$ cat src/rtl/core/cycle_walk_duplicate_finder_top_macros.svh
// Assertion macros for the duplicate finder top level.
`ifndef CYCLE_WALK_DUPLICATE_FINDER_TOP_MACROS_SVH
`define CYCLE_WALK_DUPLICATE_FINDER_TOP_MACROS_SVH

`ifndef SYNTH
`define CWDF_ASSERT(lbl, prop, msg) \
    lbl: assert property (@(posedge clk) disable iff (!rst_n) prop) else $error(msg);
`define CWDF_NEVER(lbl, cond, msg) \
    `CWDF_ASSERT(lbl, !(cond), msg)
`else
`define CWDF_ASSERT(lbl, prop, msg)
`define CWDF_NEVER(lbl, cond, msg)
`endif

`endif

$ cat src/rtl/core/cwdf_pkg.sv
// Shared types and constants for the cycle-walk duplicate finder.
`default_nettype none

package cwdf_pkg;

    localparam int VALUE_W          = 10;
    localparam int STATUS_W         = 2;
    localparam int TDATA_W          = 16;
    localparam int CWDF_MAX_ENTRIES = 1024;

    localparam logic [STATUS_W-1:0] ST_FOUND    = 2'd0;
    localparam logic [STATUS_W-1:0] ST_RANGE    = 2'd1;
    localparam logic [STATUS_W-1:0] ST_OVERFLOW = 2'd2;

    // Read address source for the value store
    typedef enum logic [1:0] {
        RD_SLOW,
        RD_FAST,
        RD_DATA
    } rd_sel_t;

    typedef struct packed {
        logic    write_item;   // store the incoming element, update flags
        logic    clear_array;  // drop count and flags for the next array
        logic    set_error;    // latch the check status with a zero duplicate
        logic    walk_init;    // slow = fast = 0
        rd_sel_t rd_sel;
        logic    slow_from_rd;
        logic    fast_from_rd;
        logic    slow_zero;    // phase two restart
        logic    set_found;    // latch slow as the duplicate
        logic    push_result;  // move latched result into the output register
    } cmd_t;

    typedef struct packed {
        logic [STATUS_W-1:0] check_status;
        logic                p1_meet;   // slow matches the data just read
        logic                idx_equal; // slow matches fast
        logic                out_busy;  // output register full and stalled
    } stat_t;

endpackage

`default_nettype wire

$ cat src/rtl/core/cwdf_ctrl.sv
// Controller: load sequencing, two-phase walk and result hand-off.
`default_nettype none

module cwdf_ctrl
    import cwdf_pkg::*;
(
    input  logic  clk,
    input  logic  rst_n,
    input  logic  s_tvalid,
    input  logic  s_tlast,
    output logic  s_tready,
    input  stat_t stat,
    output cmd_t  cmd
);

    typedef enum logic [3:0] {
        LOAD,
        DECIDE,
        P1_A,
        P1_B,
        P1_C,
        P1_D,
        P2_INIT,
        P2_CHK,
        P2_B,
        P2_C,
        RESULT
    } state_t;

    state_t state_reg;
    state_t state_next;
    logic   take;

    assign s_tready = (state_reg == LOAD);
    assign take     = s_tvalid && s_tready;

    always_comb
    begin
        cmd        = '0;
        cmd.rd_sel = RD_SLOW;
        state_next = state_reg;
        case (state_reg)
            LOAD:
            begin
                cmd.write_item = take;
                if (take && s_tlast)
                begin
                    state_next = DECIDE;
                end
            end
            DECIDE:
            begin
                cmd.clear_array = 1'b1;
                if (stat.check_status != ST_FOUND)
                begin
                    cmd.set_error = 1'b1;
                    state_next    = RESULT;
                end
                else
                begin
                    cmd.walk_init = 1'b1;
                    state_next    = P1_A;
                end
            end
            P1_A:
            begin
                cmd.rd_sel = RD_SLOW;
                state_next = P1_B;
            end
            P1_B:
            begin
                cmd.slow_from_rd = 1'b1;
                cmd.rd_sel       = RD_FAST;
                state_next       = P1_C;
            end
            P1_C:
            begin
                // chase the fast pointer a second hop
                cmd.rd_sel = RD_DATA;
                state_next = P1_D;
            end
            P1_D:
            begin
                cmd.fast_from_rd = 1'b1;
                state_next       = stat.p1_meet ? P2_INIT : P1_A;
            end
            P2_INIT:
            begin
                cmd.slow_zero = 1'b1;
                state_next    = P2_CHK;
            end
            P2_CHK:
            begin
                if (stat.idx_equal)
                begin
                    cmd.set_found = 1'b1;
                    state_next    = RESULT;
                end
                else
                begin
                    cmd.rd_sel = RD_SLOW;
                    state_next = P2_B;
                end
            end
            P2_B:
            begin
                cmd.slow_from_rd = 1'b1;
                cmd.rd_sel       = RD_FAST;
                state_next       = P2_C;
            end
            P2_C:
            begin
                cmd.fast_from_rd = 1'b1;
                state_next       = P2_CHK;
            end
            RESULT:
            begin
                // hold until the output register can take the result
                if (!stat.out_busy)
                begin
                    cmd.push_result = 1'b1;
                    state_next      = LOAD;
                end
            end
            default:
            begin
                state_next = LOAD;
            end
        endcase
    end

    always_ff @(posedge clk or negedge rst_n)
    begin
        if (!rst_n)
        begin
            state_reg <= LOAD;
        end
        else
        begin
            state_reg <= state_next;
        end
    end

endmodule

`default_nettype wire

$ cat config.mk
export PLATFORM = sky130hd
export DESIGN_NAME = cwdf_ctrl
export DESIGN_NICKNAME = d
export VERILOG_FILES = /design/src/rtl/core/cycle_walk_duplicate_finder_top_macros.svh /design/src/rtl/core/cwdf_pkg.sv /design/src/rtl/core/cwdf_ctrl.sv
export SDC_FILE = /design/constraint.sdc
export NUM_CORES = 1
export LEC_CHECK = 0
export BUFFER_PORTS_ARGS = -buffer_cell sky130_fd_sc_hd__clkbuf_2
export CORE_AREA = 8 8 45 47
export CTS_CLUSTER_SIZE = 28
export DETAILED_ROUTE_END_ITERATION = 7
export DIE_AREA = 0 0 53 55
export GPL_TIMING_DRIVEN = 0
export HOLD_SLACK_MARGIN = 0.12
export PLACE_DENSITY_LB_ADDON = 0.05
export SYNTH_ARGS = -nofsm -noshare
export SYNTH_HDL_FRONTEND = slang
export SYNTH_SLANG_ARGS = --single-unit
$ cat constraint.sdc
create_clock -name clk -period 1.6 [get_ports clk]
set_clock_uncertainty 0.1 [all_clocks]
set_input_delay 0.24 -clock clk [delete_from_list [all_inputs] [get_ports clk]]
set_output_delay 0.24 -clock clk [all_outputs]
set_load 0.005 [all_outputs]
# Yosys cells after proc, flatten, opt, wreduce, memory -nomap -nowiden
# Cells that the tools add are included.
# classes
n_eq_ne,12
n_reduce_logical,8
n_mux,18
# ops
cell,count
$pmux 4 s10,1
$eq 4x3->1 const B,4
$eq 4x4->1 const B,3
$mux 4,3
$mux 1,10
$eq 4x2->1 const B,2
$mux 3,2
$reduce_or 2->1,3
$eq 4x1->1 const B,1
$logic_not 4->1,1
$pmux 2 s2,1
$logic_and 1x1->1,2
$mux 2,1
$ne 2x1->1 const B,1
$ne 2x2->1 const B,1
$reduce_and 2->1,1
$reduce_bool 2->1,1
# totals
input_bits,9
reg_bits,4
word_cells,39
out_inout_bits,12

# Logic depth before layout (Yosys ltp)
# Gate-level depths: netlist of the first run.
# logic_depth
ltp_word,5
mapped_depth,6
mapped_depth_nobuf,5

# Worst setup path before layout of the first run
# No wires, ideal clock.
# synth_path
path_kind,register to output
startpoint,register state_reg[1]
endpoint,output cmd[8] (netlist bit)
required_ps,1260
n_path_buf,1
slack_ps,146
path_stages_with_launch,7
arrival_ps,1114
cell_sequence,dfrtp_1 buf_6 nand2b_4 or3_4 inv_2 o21ai_2 inv_1
# synth_rtl
item,line,source
start: declaration,cwdf_ctrl.sv:30,state_t state_reg;
start signal: assignment,cwdf_ctrl.sv:140,state_reg <= state_next;
end: declaration,cwdf_ctrl.sv:13,output cmd_t cmd

==> impl_metrics.tcl, run 1 <==
set metrics [dict create \
    drt_first_pass_iters 4 \
    core-area_um2 1380 \
    period_share 1.08 \
    grt_max_degree 11 \
    die_height_um 55 \
    reg2reg_slack_ns 0.17 \
    crit_required_ns 1.26 \
    grt_remaining_overflow 0 \
    yosys.area.top_type_share 0.285 \
    h-tree-depth 1 \
    ys_seq_elements 4 \
    areaGrowthSynthToFinish_pct 97.2 \
    post_dp_cell_area_um2 472 \
    comb_power_share 0.763 \
    wl_per_cell_um 12.3 \
    clockBufferDepth 2 \
    largest_register_ffs 4 \
    n_antenna_cell 0 \
    rsz0062_at_grt "true" \
    synthTopCellsByArea "dfrtp_1, nor2_1, nor3_1, nand2_1, nand2b_4" \
    path_max_fanout 7 \
    fmax_mhz 580 \
    root_buffer "clkbuf_4" \
    dieArea_um2 2920 \
    place_hpwl_um 818 \
    cts.clk_slew.worst_paths_ns 0.04 \
    ir_drop_v 0.000724 \
    outcome "finished, violations left" \
    ios 21 \
    syn-instance-count 44 \
    p_per_area_nw_per_um2 1890 \
    maxCapViolCount 0 \
    via_count 439 \
    grtUsageTotal 0.0739 \
    worstSetupPathType "reg -> out" \
    drc 0 \
    leakagePower_nw 0.353 \
    swShare 0.389 \
    failed_checks "setup timing" \
    arrival_ns 1.38 \
    clockPowerShare 0.093 \
    drt_iter0_drc 3 \
    tightest_slew_ns 0.266 \
    cts_tree "yes" \
    rows 14 \
    syn_nets 53 \
    die_x_um 53 \
    ys_warn_count 0 \
    start_util 0.254 \
    internal_power_uw 802 \
    cts_made_buffers 3 \
    final_area_um2 693 \
    syn_area_um2 352 \
    routed_wl_um 1180 \
    fillers 138 \
    cts_num_sinks 4 \
    portBuffers 20 \
    p_sw_uw 511 \
    gp_congestion 0.696 \
    critPathLaunchType "flip-flop" \
    cp-end-kind "primary output" \
    synth-seq-area-share 0.285 \
    via_per_inst 4.57 \
    drive_gt1_frac 0.688 \
    setup_ws_ns -0.124 \
    grt_pass1_vias 407 \
    setup_viol 12 \
    slew_headroom 0.820 \
    synth_cell_type_count 27 \
    layout.nets 91 \
    hold_class "in -> reg" \
    worstSkewPairLatency_ns 0.23 \
    drtAntennaViolNets 0 \
    synth_area_per_cell_um2 7.99 \
    grt_first_pass_wirelength_um 1630 \
    min_period_ns 1.72 \
    seqPwrFrac 0.144 \
    synth_top_area_cell "dfrtp_1" \
    antenna_found_initial 0 \
    slew_viol_final 0 \
    finalHoldViolCount 0 \
    power_mw 1.31 \
    setup_tns_ns -0.977 \
    postLayoutCoreUtil 0.501 \
]
==> timing repair <==
item | in CTS | in global routing
pin swaps | 0 | 6
gates resized for setup | 1 | 29
hold buffers | 1 | 0
setup buffers | 2 | 11
endpoints found under the hold margin | 4 | 0
setup endpoints to repair | 9 | 12
==> synth_stat cells <==
master and instances:
o21ai_2 1, nor4_1 1, buf_6 1, nand2b_1 2, and3_1 1, a21oi_1 1, and2b_1 1, o31ai_1 1
buf_2 2, o311ai_1 1, or2b_1 1, mux2i_1 1, inv_1 1, a211oi_1 1, dfrtp_1 4, nor2b_1 2
a221oi_1 1, nand2b_4 1, o21bai_1 1, and2_1 2, nor2_1 5, o22ai_1 2, nor3_1 3, buf_4 1
nand2_1 4, or3_4 1, inv_2 1
==> critical path: stages, from the launching register on <==
cell,delay (ns)
dfrtp_1,0.36
buf_6,0.13
buf_4,0.13
nor4_4,0.27
and2_1,0.15
buf_2,0.11
==> layer usage <==
| metal | up-vias | track usage | share of wire |
|---|---|---|---|
| met5 | - | 0 | 0 |
| met4 | 0 | 0.0388 | 0 |
| met1 | 200 | 0.0794 | 0.43 |
| met3 | 0 | 0.0321 | 0.065 |
| met2 | 13 | 0.121 | 0.51 |
| li1 | 226 | - | - |
==> final timing paths <==
kind / from / endpoint / depth (start not counted)
min reg2reg: state_reg[3]$_DFFE_PN0P_ / state_reg[2]$_DFFE_PN0P_ / 2
max in group asynchronous: rst_n / state_reg[2]$_DFFE_PN0P_ / 2
min: stat[1] / state_reg[1]$_DFFE_PN0P_ / 3
min in group asynchronous: rst_n / state_reg[0]$_DFFE_PN0P_ / 2
max reg2reg: state_reg[3]$_DFFE_PN0P_ / state_reg[3]$_DFFE_PN0P_ / 6
max: state_reg[3]$_DFFE_PN0P_ / cmd[10] / 5
==> cell usage in the layout, fill, tap and decap left out, drive strengths merged, types with 2 or more instances in the layout <==
cell,Yosys,routed
buf,4,24
clkbuf,0,15
nor2,5,5
nand2,4,4
dfrtp,4,4
nor3,3,3
nand2b,3,3
o22ai,2,2
inv,2,2
nor2b,2,2
and2,2,2
==> metrics by stage <==
step | hold WS, ns | setup WS [ns] | std cells
detailed placement | -0.0434 | 0.0236 | 80
global route | 0.217 | -0.235 | 96
global placement | -0.0461 | 0.0219 | 80
floorplan | -0.156 | 0.146 | 44
CTS | 0.193 | -0.184 | 86
finish | 0.201 | -0.124 | 96
==> power groups by stage <==
stage	clock, mW	sequential [mW]	combinational, mW
final	0.122	0.189	1.00
after global routing	0.130	0.199	1.09
after CTS	0.126	0.173	0.670
after detailed placement	0	0.175	0.620
after global placement	0	0.174	0.622
after floorplan	0	0.168	0.440
==> cell families after synthesis <==
family / share of synthesized area
AOI/OAI and AO/OA: 0.189
buffers and inverters: 0.103
DFF: 0.285
muxes: 0.0285
and+or+nand+nor: 0.395
==> area by class of cell <==
type,count,area (µm²),area share
repair buffers,34,234,0.338
plain buffers,3,30.0,0.0433
inverters,2,7.51,0.0108
well taps,16,20.0,0.0289
flip-flops and latches,4,101,0.146
multi-input cells,34,278,0.401
clock buffers,3,22.5,0.0325
Power figures use the tool's default switching activity.
==> run 2: changes to the inputs <==
Settings changed: ABC_AREA from default to 1.
==> impl_metrics.tcl, run 2 <==
set metrics [dict create \
    grtUsageTotal 0.0815 \
    cp-end-kind "primary output" \
    finalHoldViolCount 0 \
    power_mw 1.05 \
    layout.nets 98 \
    final_area_um2 583 \
    dieArea_um2 2920 \
    areaGrowthSynthToFinish_pct 60.7 \
    grt_pass1_vias 431 \
    hold_slack_ns 0.174 \
    largest_register_ffs 4 \
    drive_gt1_frac 0.552 \
    ir_drop_v 0.000808 \
    yosys.area.top_type_share 0.276 \
    cts_num_sinks 4 \
    worstSkewPairLatency_ns 0.23 \
    synth_ff_type "dfrtp_1" \
    synth_edf_count 0 \
    async_reset_ff_frac 1.00 \
    setup_viol 0 \
    fillers 155 \
    drt_iter0_drc 5 \
    outcome "complete, no violations" \
    layout_commonest_cell "clkbuf_2" \
    slowest_stage "dfrtp_2" \
    drc 0 \
    maxCapViolCount 0 \
    portBuffers 20 \
    multiInputGateArea_um2 254 \
    setup_tns_ns 0 \
    tightest_slew_ns 0.249 \
    dp_cells 95 \
    synth_area_per_cell_um2 6.15 \
    via_count 452 \
    cp_cell_sequence "buf_6 > nand2_2 > nor3_4 > buf_2" \
    rows 14 \
    routed_wl_um 1100 \
    clockBufferDepth 2 \
    synth_commonest_cells "nor2_1, nand2_1, inv_1" \
    hold_class "in -> reg" \
    synth_top_family_by_area "simple AND/OR/NAND/NOR gates" \
    ys_seq_elements 4 \
    synth_compound_area_frac 0.103 \
    synth_cell_type_count 14 \
    regArea_um2 105 \
    worstSetupPathType "reg -> out" \
    syn_nets 68 \
    holdPathStages 3 \
    dp_slack_ns 0.155 \
    gp_congestion 0.742 \
    worstRegToRegCells 5 \
    synthTopCellsByArea "dfrtp_1, nor2_1, nand2_1, inv_1, nand2_2" \
    final_cell_mix "clkbuf_2, nor2_1, nand2_1, inv_1, nand2_2" \
    p_per_area_nw_per_um2 1800 \
    n_antenna_cell 0 \
    top_usage_layer "met2" \
    antenna_found_initial 0 \
    synth_fa_ha_area_frac 0 \
    place_hpwl_um 885 \
    ios 21 \
    synth.area.mux_share 0 \
    critPathLaunchType "flip-flop" \
    slew_viol_final 0 \
    gr-usage-met3 0.0455 \
    h-tree-depth 1 \
    cts_tree "yes" \
    leakagePower_nw 0.335 \
    cts.clk_slew.worst_paths_ns 0.04 \
    via_per_inst 4.39 \
    min_period_ns 1.52 \
    path_max_fanout 7 \
    crit_required_ns 1.26 \
    syn-instance-count 59 \
    setup_ws_ns 0.0796 \
    die_height_um 55 \
    die_x_um 53 \
    syn_area_um2 363 \
    synth_xor_area_frac 0 \
    core-area_um2 1380 \
    start_util 0.262 \
    grtUsageMet1 0.0884 \
    root_buffer "clkbuf_4" \
    grt_remaining_overflow 0 \
    fmax_mhz 658 \
    synthSimpleGateAreaFrac 0.517 \
    grt_first_pass_wirelength_um 1800 \
    drtAntennaViolNets 0 \
    final_cells 103 \
    drt_first_pass_iters 3 \
    postLayoutCoreUtil 0.421 \
    synth_top_area_cell "dfrtp_1" \
    arrival_ns 1.18 \
    yosysMostFrequentCell "nor2_1" \
    max_stage_delay_ns 0.46 \
    cts_made_buffers 3 \
    synth-seq-area-share 0.276 \
    post_dp_cell_area_um2 483 \
    wl_per_cell_um 10.7 \
    gr-usage-met2 0.127 \
    grt_max_degree 8 \
    period_share 0.950 \
    ys_warn_count 0 \
    slew_headroom 0.832 \
]
## run 2: worst paths after layout
path / startpoint / end / slack (ns)
max: state_reg[1]$_DFFE_PN0P_ / cmd[1] / 0.08
min: stat[2] / state_reg[2]$_DFFE_PN0P_ / 0.17
max reg2reg: state_reg[3]$_DFFE_PN0P_ / state_reg[3]$_DFFE_PN0P_ / 0.38
min reg2reg: state_reg[0]$_DFFE_PN0P_ / state_reg[2]$_DFFE_PN0P_ / 0.57
max in group asynchronous: rst_n / state_reg[1]$_DFFE_PN0P_ / 1.02
min in group asynchronous: rst_n / state_reg[0]$_DFFE_PN0P_ / 0.25
## run 2: what timing repair did
item	4_1_cts	5_1_grt
hold buffers	1	0
endpoints found under the setup margin	5	10
buffers inserted	0	4
endpoints found under the hold margin	4	0
gates resized for setup	2	14
## run 2: cell type report
cell class              count  share of cell area
inverters                  10              0.0644
well taps                  16              0.0343
repair buffers             25               0.247
clock buffers               3              0.0386
flip-flops and latches      4               0.180
multi-input cells          45               0.436
## run 2: logic make-up (layout without fill, tap and decap cells)
| group | count (synthesis) | in the layout |
|---|---|---|
| flops | 4 | 4 |
| simple gates | 39 | 39 |
| compound gates | 6 | 6 |
| buf+inv | 10 | 38 |
## run 2: critical path, delay by kind of cell, from the launching register on
family        cells  cell delay, ns
simple gates      2            0.23
buf+inv           2            0.26
flops             1            0.46
## run 2: per-layer routing
metal | routed length, µm | part of all wire | up-vias
met2 | 487 | 0.44 | 19
met1 | 479 | 0.44 | 191
li1 | - | - | 240
met3 | 119 | 0.11 | 2
met4 | 12 | 0.011 | 0
met5 | 0 | 0 | -
## run 2: report_power, final
part / switching [mW] / leakage (nW) / internal (mW)
sequential: 0.0835 / 0.0450 / 0.160
clock: 0.0407 / 0.0138 / 0.0839
combinational: 0.391 / 0.276 / 0.293
total: 0.515 / 0.335 / 0.537
